## config.mk

```make
export PLATFORM = sky130hd
export DESIGN_NAME = rangefinder_ascii_frame_parser_core
export DESIGN_NICKNAME = d
export VERILOG_FILES = /design/src/design/rafp_pkg.sv /design/src/design/rangefinder_ascii_frame_parser_core.sv /design/src/design/rafp_frame_parse.sv
export SDC_FILE = /design/constraint.sdc
export NUM_CORES = 1
export LEC_CHECK = 0
export BUFFER_PORTS_ARGS = -buffer_cell sky130_fd_sc_hd__buf_2
export CORE_MARGIN = 4
export CORE_UTILIZATION = 40
export CTS_CLUSTER_SIZE = 28
export DETAILED_ROUTE_END_ITERATION = 16
export SYNTH_ARGS = -nofsm -noshare
export SYNTH_HDL_FRONTEND = slang
export SYNTH_SLANG_ARGS = --single-unit
```

## constraint.sdc

```tcl
create_clock -name i_clk -period 4.8 [get_ports i_clk]
set_input_delay 1.2 -clock i_clk [delete_from_list [all_inputs] [get_ports i_clk]]
set_output_delay 1.2 -clock i_clk [all_outputs]
set_load 0.02 [all_outputs]
```

## src/design/rafp_pkg.sv

```systemverilog
// Shared types, constants and helpers for the rangefinder ASCII frame parser.
package rafp_pkg;

    localparam int MAX_FRAME_BYTES = 256;
    localparam int CNT_W = $clog2(MAX_FRAME_BYTES + 1);
    localparam int MIN_FRAME_BYTES = 3;
    localparam int KW_LEN = 6;
    localparam int KW_W = 3;
    localparam int DIST_W = 16;
    localparam int PROD_W = DIST_W + 4;
    localparam logic [15:0] INF_DIST_RESET = 16'hFFFF;
    localparam logic [15:0] STATUS_FAIL_CODE = 16'd2;

    localparam logic [7:0] CH_S = 8'h53;
    localparam logic [7:0] CH_T = 8'h74;
    localparam logic [7:0] CH_A = 8'h61;
    localparam logic [7:0] CH_E = 8'h65;
    localparam logic [7:0] CH_SEMI = 8'h3B;
    localparam logic [7:0] CH_D = 8'h64;
    localparam logic [7:0] CH_COLON = 8'h3A;
    localparam logic [7:0] CH_SPACE = 8'h20;
    localparam logic [7:0] CH_ZERO = 8'h30;
    localparam logic [7:0] CH_NINE = 8'h39;

    typedef enum logic [1:0] {
        PH_SEARCH = 2'd0,
        PH_SPACES = 2'd1,
        PH_DIGITS = 2'd2,
        PH_DONE   = 2'd3
    } t_phase;

    typedef enum logic [1:0] {
        ST_OK    = 2'd0,
        ST_FAIL  = 2'd1,
        ST_ERROR = 2'd2
    } t_status;

    typedef struct packed {
        logic [7:0] rx_byte;
        logic       frame_end;
    } t_in_beat;

    typedef struct packed {
        logic [1:0]  status;
        logic [15:0] distance;
    } t_out_beat;

    typedef struct packed {
        logic      last;
        t_out_beat res;
    } t_frame_res;

    function automatic logic [7:0] keyword_char(input logic [KW_W-1:0] p);
        logic [7:0] ch;
        case (p)
            3'd0: ch = CH_S;
            3'd1: ch = CH_T;
            3'd2: ch = CH_A;
            3'd3: ch = CH_T;
            3'd4: ch = CH_E;
            3'd5: ch = CH_SEMI;
            default: ch = 8'h00;
        endcase
        return ch;
    endfunction

    function automatic logic is_digit(input logic [7:0] c);
        return (c >= CH_ZERO) && (c <= CH_NINE);
    endfunction

endpackage

```

## src/design/rangefinder_ascii_frame_parser_core.sv

```systemverilog
// Top level of the rangefinder ASCII frame parser with its beat handshakes.
// One input beat is accepted every cycle when the result side is not stalled.
// A result appears once the beat that ends its frame has passed from the input register
// into the result register; a stalled result side can hold that beat in the input register.
// The parse state advances once per beat through a single compare and add stage.
// Synchronous reset clears all frame state and sets the distance limit to 65535.
module rangefinder_ascii_frame_parser_core (
    input  logic                  i_clk,
    input  logic                  i_rst_n,
    input  logic                  i_valid,
    output logic                  o_stall,
    input  rafp_pkg::t_in_beat    i_in_beat,
    output logic                  o_valid,
    input  logic                  i_stall,
    output rafp_pkg::t_out_beat   o_out_beat,
    input  logic                  i_cfg_we,
    input  logic [15:0]           i_cfg_wdata
);

    logic                  r_in_vld;
    rafp_pkg::t_in_beat    r_in;
    logic                  r_out_vld;
    rafp_pkg::t_out_beat   r_out;
    logic [15:0]           r_inf_dist;
    rafp_pkg::t_frame_res  res;
    logic                  out_free;
    logic                  adv;
    logic                  in_acc;

    rafp_frame_parse u_parse (
        .i_clk      (i_clk),
        .i_rst_n    (i_rst_n),
        .i_step     (adv),
        .i_beat     (r_in),
        .i_inf_dist (r_inf_dist),
        .o_res      (res)
    );

    always_comb begin
        out_free = !r_out_vld || !i_stall;
        adv = r_in_vld && (!res.last || out_free);
        o_stall = r_in_vld && !adv;
        in_acc = i_valid && !o_stall;
        o_valid = r_out_vld;
        o_out_beat = r_out;
    end

    always_ff @(posedge i_clk) begin
        if (!i_rst_n) begin
            r_in_vld <= 1'b0;
            r_out_vld <= 1'b0;
            r_inf_dist <= rafp_pkg::INF_DIST_RESET;
        end else begin
            if (in_acc) begin
                r_in_vld <= 1'b1;
            end else if (adv) begin
                r_in_vld <= 1'b0;
            end
            if (adv && res.last) begin
                r_out_vld <= 1'b1;
            end else if (!i_stall) begin
                r_out_vld <= 1'b0;
            end
            if (i_cfg_we) begin
                r_inf_dist <= i_cfg_wdata;
            end
        end
    end

    always_ff @(posedge i_clk) begin
        if (in_acc) begin
            r_in <= i_in_beat;
        end
        if (adv && res.last) begin
            r_out <= res.res;
        end
    end

    a_stall_needs_beat: assert property (@(posedge i_clk) disable iff (!i_rst_n)
        !r_in_vld |-> !o_stall)
        else $error("input stalled with an empty input register");

    a_stalled_result_holds: assert property (@(posedge i_clk) disable iff (!i_rst_n)
        (o_valid && i_stall) |=> (o_valid && $stable(o_out_beat)))
        else $error("stalled result beat was lost or changed");

    a_error_zero_dist: assert property (@(posedge i_clk) disable iff (!i_rst_n)
        (o_valid && o_out_beat.status == rafp_pkg::ST_ERROR) |-> o_out_beat.distance == 16'd0)
        else $error("parse error beat carries a distance");

    a_ok_below_limit: assert property (@(posedge i_clk) disable iff (!i_rst_n)
        (o_valid && o_out_beat.status == rafp_pkg::ST_OK) |-> o_out_beat.distance < r_inf_dist)
        else $error("measured distance not below the limit");

    a_no_reserved_status: assert property (@(posedge i_clk) disable iff (!i_rst_n)
        o_valid |-> o_out_beat.status != 2'd3)
        else $error("result beat carries an undefined status");

endmodule

```

## src/design/rafp_frame_parse.sv

```systemverilog
// Per-beat frame state update and end-of-frame result decision.
module rafp_frame_parse (
    input  logic                    i_clk,
    input  logic                    i_rst_n,
    input  logic                    i_step,
    input  rafp_pkg::t_in_beat      i_beat,
    input  logic [15:0]             i_inf_dist,
    output rafp_pkg::t_frame_res    o_res
);

    logic [rafp_pkg::KW_W-1:0]   r_kw_prog, n_kw_prog;
    rafp_pkg::t_phase            r_st_phase, n_st_phase;
    logic [15:0]                 r_st_val, n_st_val;
    logic                        r_st_seen, n_st_seen;
    logic                        r_prev_d, n_prev_d;
    rafp_pkg::t_phase            r_d_phase, n_d_phase;
    logic [15:0]                 r_d_val, n_d_val;
    logic                        r_d_seen, n_d_seen;
    logic                        r_d_ovf, n_d_ovf;
    logic [rafp_pkg::CNT_W-1:0]  r_cnt, n_cnt;

    logic [7:0]                  c;
    logic [3:0]                  dig;
    logic                        c_dig;
    logic                        last;
    logic [rafp_pkg::CNT_W-1:0]  cnt_inc;
    logic [rafp_pkg::PROD_W-1:0] d_prod;
    logic [15:0]                 st_prod;

    always_comb begin
        c = i_beat.rx_byte;
        dig = c[3:0];
        c_dig = rafp_pkg::is_digit(c);
        cnt_inc = r_cnt + 1'b1;
        last = i_beat.frame_end ||
               (cnt_inc >= rafp_pkg::CNT_W'(rafp_pkg::MAX_FRAME_BYTES));
        st_prod = 16'((r_st_val << 3) + (r_st_val << 1) + 16'(dig));
        d_prod = (rafp_pkg::PROD_W'(r_d_val) << 3) + (rafp_pkg::PROD_W'(r_d_val) << 1)
                 + rafp_pkg::PROD_W'(dig);

        n_kw_prog = r_kw_prog;
        n_st_phase = r_st_phase;
        n_st_val = r_st_val;
        n_st_seen = r_st_seen;
        n_prev_d = r_prev_d;
        n_d_phase = r_d_phase;
        n_d_val = r_d_val;
        n_d_seen = r_d_seen;
        n_d_ovf = r_d_ovf;
        n_cnt = cnt_inc;

        case (r_st_phase)
            rafp_pkg::PH_SEARCH: begin
                if (c == rafp_pkg::keyword_char(r_kw_prog)) begin
                    if (r_kw_prog == rafp_pkg::KW_W'(rafp_pkg::KW_LEN - 1)) begin
                        n_kw_prog = '0;
                        if (!last) begin
                            n_st_phase = rafp_pkg::PH_SPACES;
                        end
                    end else begin
                        n_kw_prog = r_kw_prog + 1'b1;
                    end
                end else begin
                    n_kw_prog = (c == rafp_pkg::CH_S) ? rafp_pkg::KW_W'(1) : '0;
                end
            end
            rafp_pkg::PH_SPACES, rafp_pkg::PH_DIGITS: begin
                if (!(r_st_phase == rafp_pkg::PH_SPACES && c == rafp_pkg::CH_SPACE)) begin
                    if (c_dig) begin
                        n_st_val = st_prod;
                        n_st_seen = 1'b1;
                        n_st_phase = rafp_pkg::PH_DIGITS;
                    end else begin
                        n_st_phase = rafp_pkg::PH_DONE;
                    end
                end
            end
            default: begin
            end
        endcase

        case (r_d_phase)
            rafp_pkg::PH_SEARCH: begin
                if (r_prev_d && c == rafp_pkg::CH_COLON) begin
                    n_d_phase = rafp_pkg::PH_SPACES;
                end
                n_prev_d = (c == rafp_pkg::CH_D);
            end
            rafp_pkg::PH_SPACES, rafp_pkg::PH_DIGITS: begin
                if (!(r_d_phase == rafp_pkg::PH_SPACES && c == rafp_pkg::CH_SPACE)) begin
                    if (c_dig) begin
                        n_d_seen = 1'b1;
                        if (d_prod >= rafp_pkg::PROD_W'(i_inf_dist)) begin
                            n_d_ovf = 1'b1;
                            n_d_phase = rafp_pkg::PH_DONE;
                        end else begin
                            n_d_val = d_prod[15:0];
                            n_d_phase = rafp_pkg::PH_DIGITS;
                        end
                    end else begin
                        n_d_phase = rafp_pkg::PH_DONE;
                    end
                end
            end
            default: begin
            end
        endcase

        o_res.last = last;
        o_res.res.status = rafp_pkg::ST_ERROR;
        o_res.res.distance = '0;
        if (cnt_inc < rafp_pkg::CNT_W'(rafp_pkg::MIN_FRAME_BYTES)) begin
            o_res.res.status = rafp_pkg::ST_ERROR;
        end else if (n_st_seen && n_st_val == rafp_pkg::STATUS_FAIL_CODE) begin
            o_res.res.status = rafp_pkg::ST_FAIL;
            o_res.res.distance = i_inf_dist;
        end else if (n_st_seen && n_st_val != 16'd0) begin
            o_res.res.status = rafp_pkg::ST_ERROR;
        end else if (n_d_phase != rafp_pkg::PH_SEARCH && n_d_seen && !n_d_ovf) begin
            o_res.res.status = rafp_pkg::ST_OK;
            o_res.res.distance = n_d_val;
        end

        if (last) begin
            n_kw_prog = '0;
            n_st_phase = rafp_pkg::PH_SEARCH;
            n_st_val = '0;
            n_st_seen = 1'b0;
            n_prev_d = 1'b0;
            n_d_phase = rafp_pkg::PH_SEARCH;
            n_d_val = '0;
            n_d_seen = 1'b0;
            n_d_ovf = 1'b0;
            n_cnt = '0;
        end
    end

    always_ff @(posedge i_clk) begin
        if (!i_rst_n) begin
            r_kw_prog <= '0;
            r_st_phase <= rafp_pkg::PH_SEARCH;
            r_st_val <= '0;
            r_st_seen <= 1'b0;
            r_prev_d <= 1'b0;
            r_d_phase <= rafp_pkg::PH_SEARCH;
            r_d_val <= '0;
            r_d_seen <= 1'b0;
            r_d_ovf <= 1'b0;
            r_cnt <= '0;
        end else if (i_step) begin
            r_kw_prog <= n_kw_prog;
            r_st_phase <= n_st_phase;
            r_st_val <= n_st_val;
            r_st_seen <= n_st_seen;
            r_prev_d <= n_prev_d;
            r_d_phase <= n_d_phase;
            r_d_val <= n_d_val;
            r_d_seen <= n_d_seen;
            r_d_ovf <= n_d_ovf;
            r_cnt <= n_cnt;
        end
    end

endmodule

```

# After elaboration in Yosys (flattened, before gate mapping)
# Index checks and enable logic that the tools add are counted.
[word_totals] ff_bits=97 out_inout_bits=20
[op_classes] addsub=6 order_cmp=5 eq_ne=19 mux=52 n_reduce_logical=36
[op_table] op="two-way mux 16 bit" n=10
[op_table] op="two-way mux 18 bit" n=2
[op_table] op="one-hot mux 7 bit (5 select lines)" n=1
[op_table] op="two-way mux 1 bit" n=23
[op_table] op="adder 19 x 17 -> 20 bit" n=1
[op_table] op="adder 20 x 4 -> 20 bit" n=1
[op_table] op="greater-or-equal comparator 20 x 16 -> 1 bit" n=1
[op_table] op="adder 16 bit" n=1
[op_table] op="adder 16 x 4 -> 16 bit" n=1
[op_table] op="== test 16 x 2 -> 1 bit, second input constant" n=1
[op_table] op="== test 8 x 6 -> 1 bit, second input constant" n=2
[op_table] op="== test 8 x 7 -> 1 bit, second input constant" n=2
[op_table] op="two-way mux 2 bit" n=8
[op_table] op="nonzero test 16 bit" n=1
[op_table] op="logical AND 1 bit" n=12
[op_table] op="two-way mux 3 bit" n=4
[op_table] op="adder 9 x 1 -> 9 bit, second input constant" n=1
[op_table] op="greater-or-equal comparator 9 bit, second input constant" n=1
[op_table] op="< comparator 9 x 2 -> 1 bit, second input constant" n=1
[op_table] op="two-way mux 9 bit" n=1
[op_table] op="== test 8 bit" n=1
[op_table] op="greater-or-equal comparator 8 x 6 -> 1 bit, second input constant" n=1
[op_table] op="<= comparator 8 x 6 -> 1 bit, second input constant" n=1
[op_table] op="two-way mux 8 bit" n=1
[op_table] op="19 further kinds" n=39

# Logic depth before layout (Yosys ltp)
[logic_depth] ltp_word=13 mapped_depth=21 depth_no_buf=20

# Hierarchy
# A second synthesis with hierarchy kept.
[hier_totals] cells_unflattened=816 area_unflattened_um2=7200.7
[by_module_without_submodules] mod="rafp_frame_parse" instances=1 cells_per_inst=726 area_each_um2=5715.5 seq_area_each_um2=1041.0
[by_module_without_submodules] mod="rangefinder_ascii_frame_parser_core" instances=1 cells_per_inst=90 area_each_um2=1485.2 seq_area_each_um2=1171.1

# Worst setup path after synthesis
# OpenSTA, ideal clock, no wires.
[synth_path] path_kind="flip-flop to flip-flop" start="register r_in[4] (netlist bit)" end="register u_parse.r_d_val[0]" setup_time_ns=0.128 t_arrival_ns=4.656 t_required_ns=4.672 setup_slack_ns=0.016 stages_incl_launch_ff=22 synth_period_minus_slack_ns=4.784 cell_sequence="edfxtp_1 inv_1 fa_1 inv_1 fa_1 a211oi_1 nor2_1 o21ai_1 o21ai_0 a31oi_1 xnor2_1 ha_1 a21oi_1 nand2_1 a22oi_1 nand3_1 nor3b_1 nand4_2 a21o_1 clkbuf_1 a22oi_1 nor2_1"
[synth_via] elab_chain_len=7 elab_cells_between_ends=12 classes_between="1 x add/sub; 3 x order compare; 1 x eq/ne; 5 x mux; 2 x reduce/logical"
[synth_lines] item="start, declared" line="rangefinder_ascii_frame_parser_core.sv:21" rtl="rafp_pkg::t_in_beat r_in;"
[synth_lines] item="start signal, assigned" line="rangefinder_ascii_frame_parser_core.sv:72" rtl="r_in <= i_in_beat;"
[synth_lines] item="adder 20 x 4 -> 20 bit" line="rafp_frame_parse.sv:39" rtl="+ rafp_pkg::PROD_W'(dig);"
[synth_lines] item="greater-or-equal comparator 20 x 16 -> 1 bit" line="rafp_frame_parse.sv:93" rtl="if (d_prod >= rafp_pkg::PROD_W'(i_inf_dist)) begin"
[synth_lines] item="two-way mux 16 bit" line="rafp_frame_parse.sv:93"
[synth_lines] item="two-way mux 16 bit" line="rafp_frame_parse.sv:91" rtl="if (c_dig) begin"
[synth_lines] item="two-way mux 16 bit (*)" line="rafp_frame_parse.sv:90" rtl="if (!(r_d_phase == rafp_pkg::PH_SPACES && c == rafp_pkg::CH_SPACE)) begin"
[synth_lines] item="two-way mux 16 bit (*)" line="rafp_frame_parse.sv:82" rtl="case (r_d_phase)"
[synth_lines] item="two-way mux 16 bit (*)" line="rafp_frame_parse.sv:124" rtl="if (last) begin"
[synth_lines] item="end signal, assigned" line="rafp_frame_parse.sv:157" rtl="r_d_val <= n_d_val;"
[synth_lines] item="end, declared" line="rafp_frame_parse.sv:17" rtl="logic [15:0] r_d_val, n_d_val;"
# Mark *: on every way between the ends. The rest lies on a longest branch, timed or not.
# A chain may end at the register's enable or synchronous reset.

# Final worst setup path
[layout_path] start="register r_in[4] (netlist bit)" end="register r_out (netlist bit o_out_beat[8]), data pin"
[layout_via] elab_chain_len=12 elab_cells_between_ends=44 classes_between="2 x add/sub; 3 x order compare; 3 x eq/ne; 25 x mux; 11 x reduce/logical"
[layout_lines] item="adder 20 x 4 -> 20 bit" line="rafp_frame_parse.sv:39"
[layout_lines] item="greater-or-equal comparator 20 x 16 -> 1 bit" line="rafp_frame_parse.sv:93"
[layout_lines] item="two-way mux 1 bit" line="rafp_frame_parse.sv:93"
[layout_lines] item="two-way mux 1 bit" line="rafp_frame_parse.sv:91"
[layout_lines] item="two-way mux 2 bit" line="rafp_frame_parse.sv:90"
[layout_lines] item="one-hot mux 2 bit (2 select lines)" line="rafp_frame_parse.sv:82"
[layout_lines] item="nonzero test 2 bit" line="rafp_frame_parse.sv:119" rtl="end else if (n_d_phase != rafp_pkg::PH_SEARCH && n_d_seen && !n_d_ovf) begin"
[layout_lines] item="logical AND 1 bit (2 in series)" line="rafp_frame_parse.sv:119"
[layout_lines] item="two-way mux 18 bit" line="rafp_frame_parse.sv:119"
[layout_lines] item="two-way mux 16 bit" line="rafp_frame_parse.sv:117" rtl="end else if (n_st_seen && n_st_val != 16'd0) begin"
[layout_lines] item="two-way mux 18 bit (*)" line="rafp_frame_parse.sv:114" rtl="end else if (n_st_seen && n_st_val == rafp_pkg::STATUS_FAIL_CODE) begin"
[layout_lines] item="end signal, assigned" line="rangefinder_ascii_frame_parser_core.sv:75" rtl="r_out <= res.res;"
[layout_lines] item="end, declared" line="rangefinder_ascii_frame_parser_core.sv:23" rtl="rafp_pkg::t_out_beat r_out;"
# Marks and branches as above.

==> impl_results.md <==
* Hold_buf cts at 0
* Top post-synthesis cells by area: dfxtp_1, ha_1, edfxtp_1
* RR Startpoint: r_in[4]
* Iteration-0 DRC Markers at about 360
* Core ar. at between 0.015 and 0.02 mm2
* Antenna-violating nets left at 0
* Post-synthesis sequential area ratio at a little under a third
* Full die area at slightly above 0.02 mm2
* Synthesized area per cell at 8.897 um2
* Place WS at -3.184 ps
* Slew margin rel. at 40.78%
* Initial antenna violation count at 0
* Yosys top cell by area: dfxtp_1
* Vias at around 6100
* R2R Path End: o_out_beat[8]
* Vias in the first global route at 5797
* Final Hold Viols at 0
* I/O pin count at 50
* Synth warn at 0
* First-pass GRT wire length at approximately 30000 um
* Max Transition Viols Final at 0
* Synthesis-to-layout area growth at 13.73%
* Worst Max-Slew Pin Slew at about 890 ps
* Register-to-Register Path Depth at 21
* Post-route minimum period at 4559 ps
* DR vias/cell at 5.590
* Final worst-path cycle share at 94.99%
* FILL cells at ~1700
* Worst Path Max Fanout at 10
* CTS tree: done
* Flop2flop setup slack at around 240 ps
* 1st-pass router iterations at 5
* WL final at about 18000 um
* EDFF count, synth at 27
* Mapped Cells at just over 800
* Outcome: finished, final reports clean
* Reg clk slew, reported paths at approximately 80 ps
* Die H at between 100 and 150 um
* Layout cell share with drive strength beyond 1 at 17.70%
* Min-delay src: u_parse.r_prev_d
* Ys async rst share at 0%
* F_max at about 0.22 GHz
* Synth top area share at between 15 and 20%
* Main synth FF type: dfxtp_1
* Synthesized net count at about 900
* Crit path launch type: flop
* Residual DRC at 0
* Cell Area, Synth at between 0.007 and 0.008 mm2
* Post-DR wirelength/cell at around 16 um
* All-Layer GR Usage at 18.12%
* CTS root buffer: clkbuf_16
* WP data required at about 5000 ps
* Max_cap viols at 0
* Final Wtd Congestion at 0.8954
* Largest net degree at the start of global routing at 39
* WHS Endpoint: u_parse.r_prev_d
* Final Util at 46.82%
* Pwr Density at between 200 and 250 mW/mm2
* Worst Path Arrival at between 4000 and 5000 ps
* Leakage at roughly 3.7 nW
* Antenna diodes at 0
* # rows at 48
* Max Root-Sink Buffers at 2
* Worst Skew at 9.896 ps
* H-tree depth at 3
* Clk_lat worst skew at about 360 ps
* WHS Path Cells at 2
* Endpoints failing setup at 0
* CP Class: flop to flop
* GRT overflow at 0
* Port bufs at 49
* #FFs+latches synth at 97
* Starting Density at 41.17%
* Sink Count at 97
* Fin worst setup slack at about 240 ps
* Synth cell types at 87
* Total CTS buffers at 9
* CP endpoint kind: flop
* Nets at about 1000
* Die width at between 100 and 150 um
* Final HPWL DP at approximately 13000 um
* HP Class: flop to flop
* Worst vdd ir at 0.0001748 V
==> cell families after synthesis <==
group                      after synthesis  share of synthesized area [%]
buffers and inverters                   73                          4.362
AOI/OAI and AO/OA                      242                          24.85
and+or+nand+nor                        266                          18.93
xor gates and xnor gates                25                          3.245
adders and majority gates               85                          15.25
DFF                                     97                          30.85
muxes                                   18                          2.513
==> where the power goes <==
| group | total (mW) | internal [mW] | leakage (nW) | switching, mW |
|---|---|---|---|---|
| Sequential | 0.872 | 0.860 | 0.834 | 0.0118 |
| Combinational | 0.136 | 0.0452 | 2.72 | 0.0911 |
| Clock | 0.710 | 0.362 | 0.138 | 0.348 |
==> cells in the mapped netlist (3+ instances only) <==
cell type and instances:
nor2_1 90, ha_1 81, dfxtp_1 70, nand2_1 59, a21oi_1 56, inv_1 38, o21ai_0 32, a22oi_1 27
edfxtp_1 27, clkbuf_1 25, nand3_1 21, mux2i_1 18, o211ai_1 18, xnor2_1 16, nand4_1 13, nor3_1 13
a21o_1 12, a211oi_1 11, nand2b_1 10, o22ai_2 10, o21a_1 9, xor2_1 8, nor2b_1 7, and2_1 6
and3_1 6, nor4_1 6, o21ai_1 6, o21bai_1 6, a31oi_1 5, o22ai_1 5, and3_2 4, buf_2 4
buf_6 4, fa_1 4, nor4b_1 4, o2111ai_1 4, a211o_1 3, a221oi_1 3, or2_2 3
==> area by class of cell <==
| class | count | area [um2] | area share (%) |
|---|---|---|---|
| clock buffers | 9 | 225.2 | 2.762 |
| clock inverters | 7 | 65.06 | 0.7978 |
| inverters | 39 | 146.4 | 1.795 |
| multi-input cells | 636 | 4720 | 57.87 |
| flip-flops and latches | 97 | 2212 | 27.12 |
| well taps | 225 | 281.5 | 3.452 |
| repair buffers | 82 | 505.5 | 6.198 |
==> how the worst max path moves through the flow <==
stage                 start                 end  depth (start not counted)
floorplan           r_in[4]  u_parse.r_d_val[0]                         21
global placement    r_in[4]  u_parse.r_d_val[2]                         20
detailed placement  r_in[4]  u_parse.r_d_val[3]                         20
CTS                 r_in[4]      o_out_beat[11]                         21
global route        r_in[4]      o_out_beat[11]                         21
finish              r_in[4]       o_out_beat[8]                         21
==> critical path, cell delays in order, from the launching register on <==
cell and delay, ps:
edfxtp_1 350, inv_1 70, fa_1 530, inv_1 70, ha_1 340, a211oi_2 230
o21ai_1 110, a31oi_1 260, o21ai_1 110, a21o_1 200, a21oi_2 180, xnor2_2 140
ha_1 270, and4_1 190, nand3_1 100, o32a_1 170, nor2b_1 160, nand4_1 170
a21oi_2 220, o31ai_4 190, buf_4 230, o22ai_2 110
==> cell usage in the layout, fill, tap and decap left out, drive strengths merged, types with 15 or more instances in the layout <==
| cell type | synthesis | layout |
|---|---|---|
| ha | 81 | 81 |
| o211ai | 18 | 18 |
| mux2i | 18 | 18 |
| nand3 | 23 | 23 |
| a22oi | 27 | 27 |
| o22ai | 15 | 15 |
| edfxtp | 27 | 27 |
| nand2 | 60 | 60 |
| a21oi | 56 | 56 |
| buf | 9 | 82 |
| nor2 | 90 | 90 |
| inv | 38 | 40 |
| o21ai | 40 | 40 |
| xnor2 | 16 | 16 |
| dfxtp | 70 | 70 |
==> flip-flops by register name (all words and copies together) (netlist names) <==
register,cells
o_out_beat,18
o_valid,1
r_in,9
r_in_vld,1
r_inf_dist,16
u_parse.r_cnt,9
u_parse.r_d_ovf,1
u_parse.r_d_phase,2
u_parse.r_d_seen,1
u_parse.r_d_val,16
u_parse.r_kw_prog,3
u_parse.r_prev_d,1
u_parse.r_st_phase,2
u_parse.r_st_seen,1
u_parse.r_st_val,16
==> metrics by stage <==
step | hold WS [ps] | total power [mW] | instance area [um2] | std cells | setup TNS [ps]
global placement | 452.7 | 1.026 | 7739 | 1072 | 0
floorplan | 437.2 | 0.9745 | 7171 | 806 | 0
global route | 521.2 | 1.788 | 8155 | 1095 | -2.092
CTS | 477.7 | 1.737 | 8038 | 1089 | 0
finish | 479.7 | 1.718 | 8155 | 1095 | 0
detailed placement | 459.6 | 1.027 | 7739 | 1072 | -6.101
==> layer usage <==
layer	vias to the layer above	wire, um	GRT usage, %
li1	3135	-	-
met1	2854	8993	25.68
met2	115	8087	28.73
met3	17	647	2.797
met4	0	262	5.000
met5	-	0	0
==> timing repair <==
item	in CTS	in global routing
resized for setup	1	17
pin swaps	1	8
endpoints found under the setup margin	24	34
buffers inserted	1	6
Note: power is estimated with default switching activity, not from simulation.
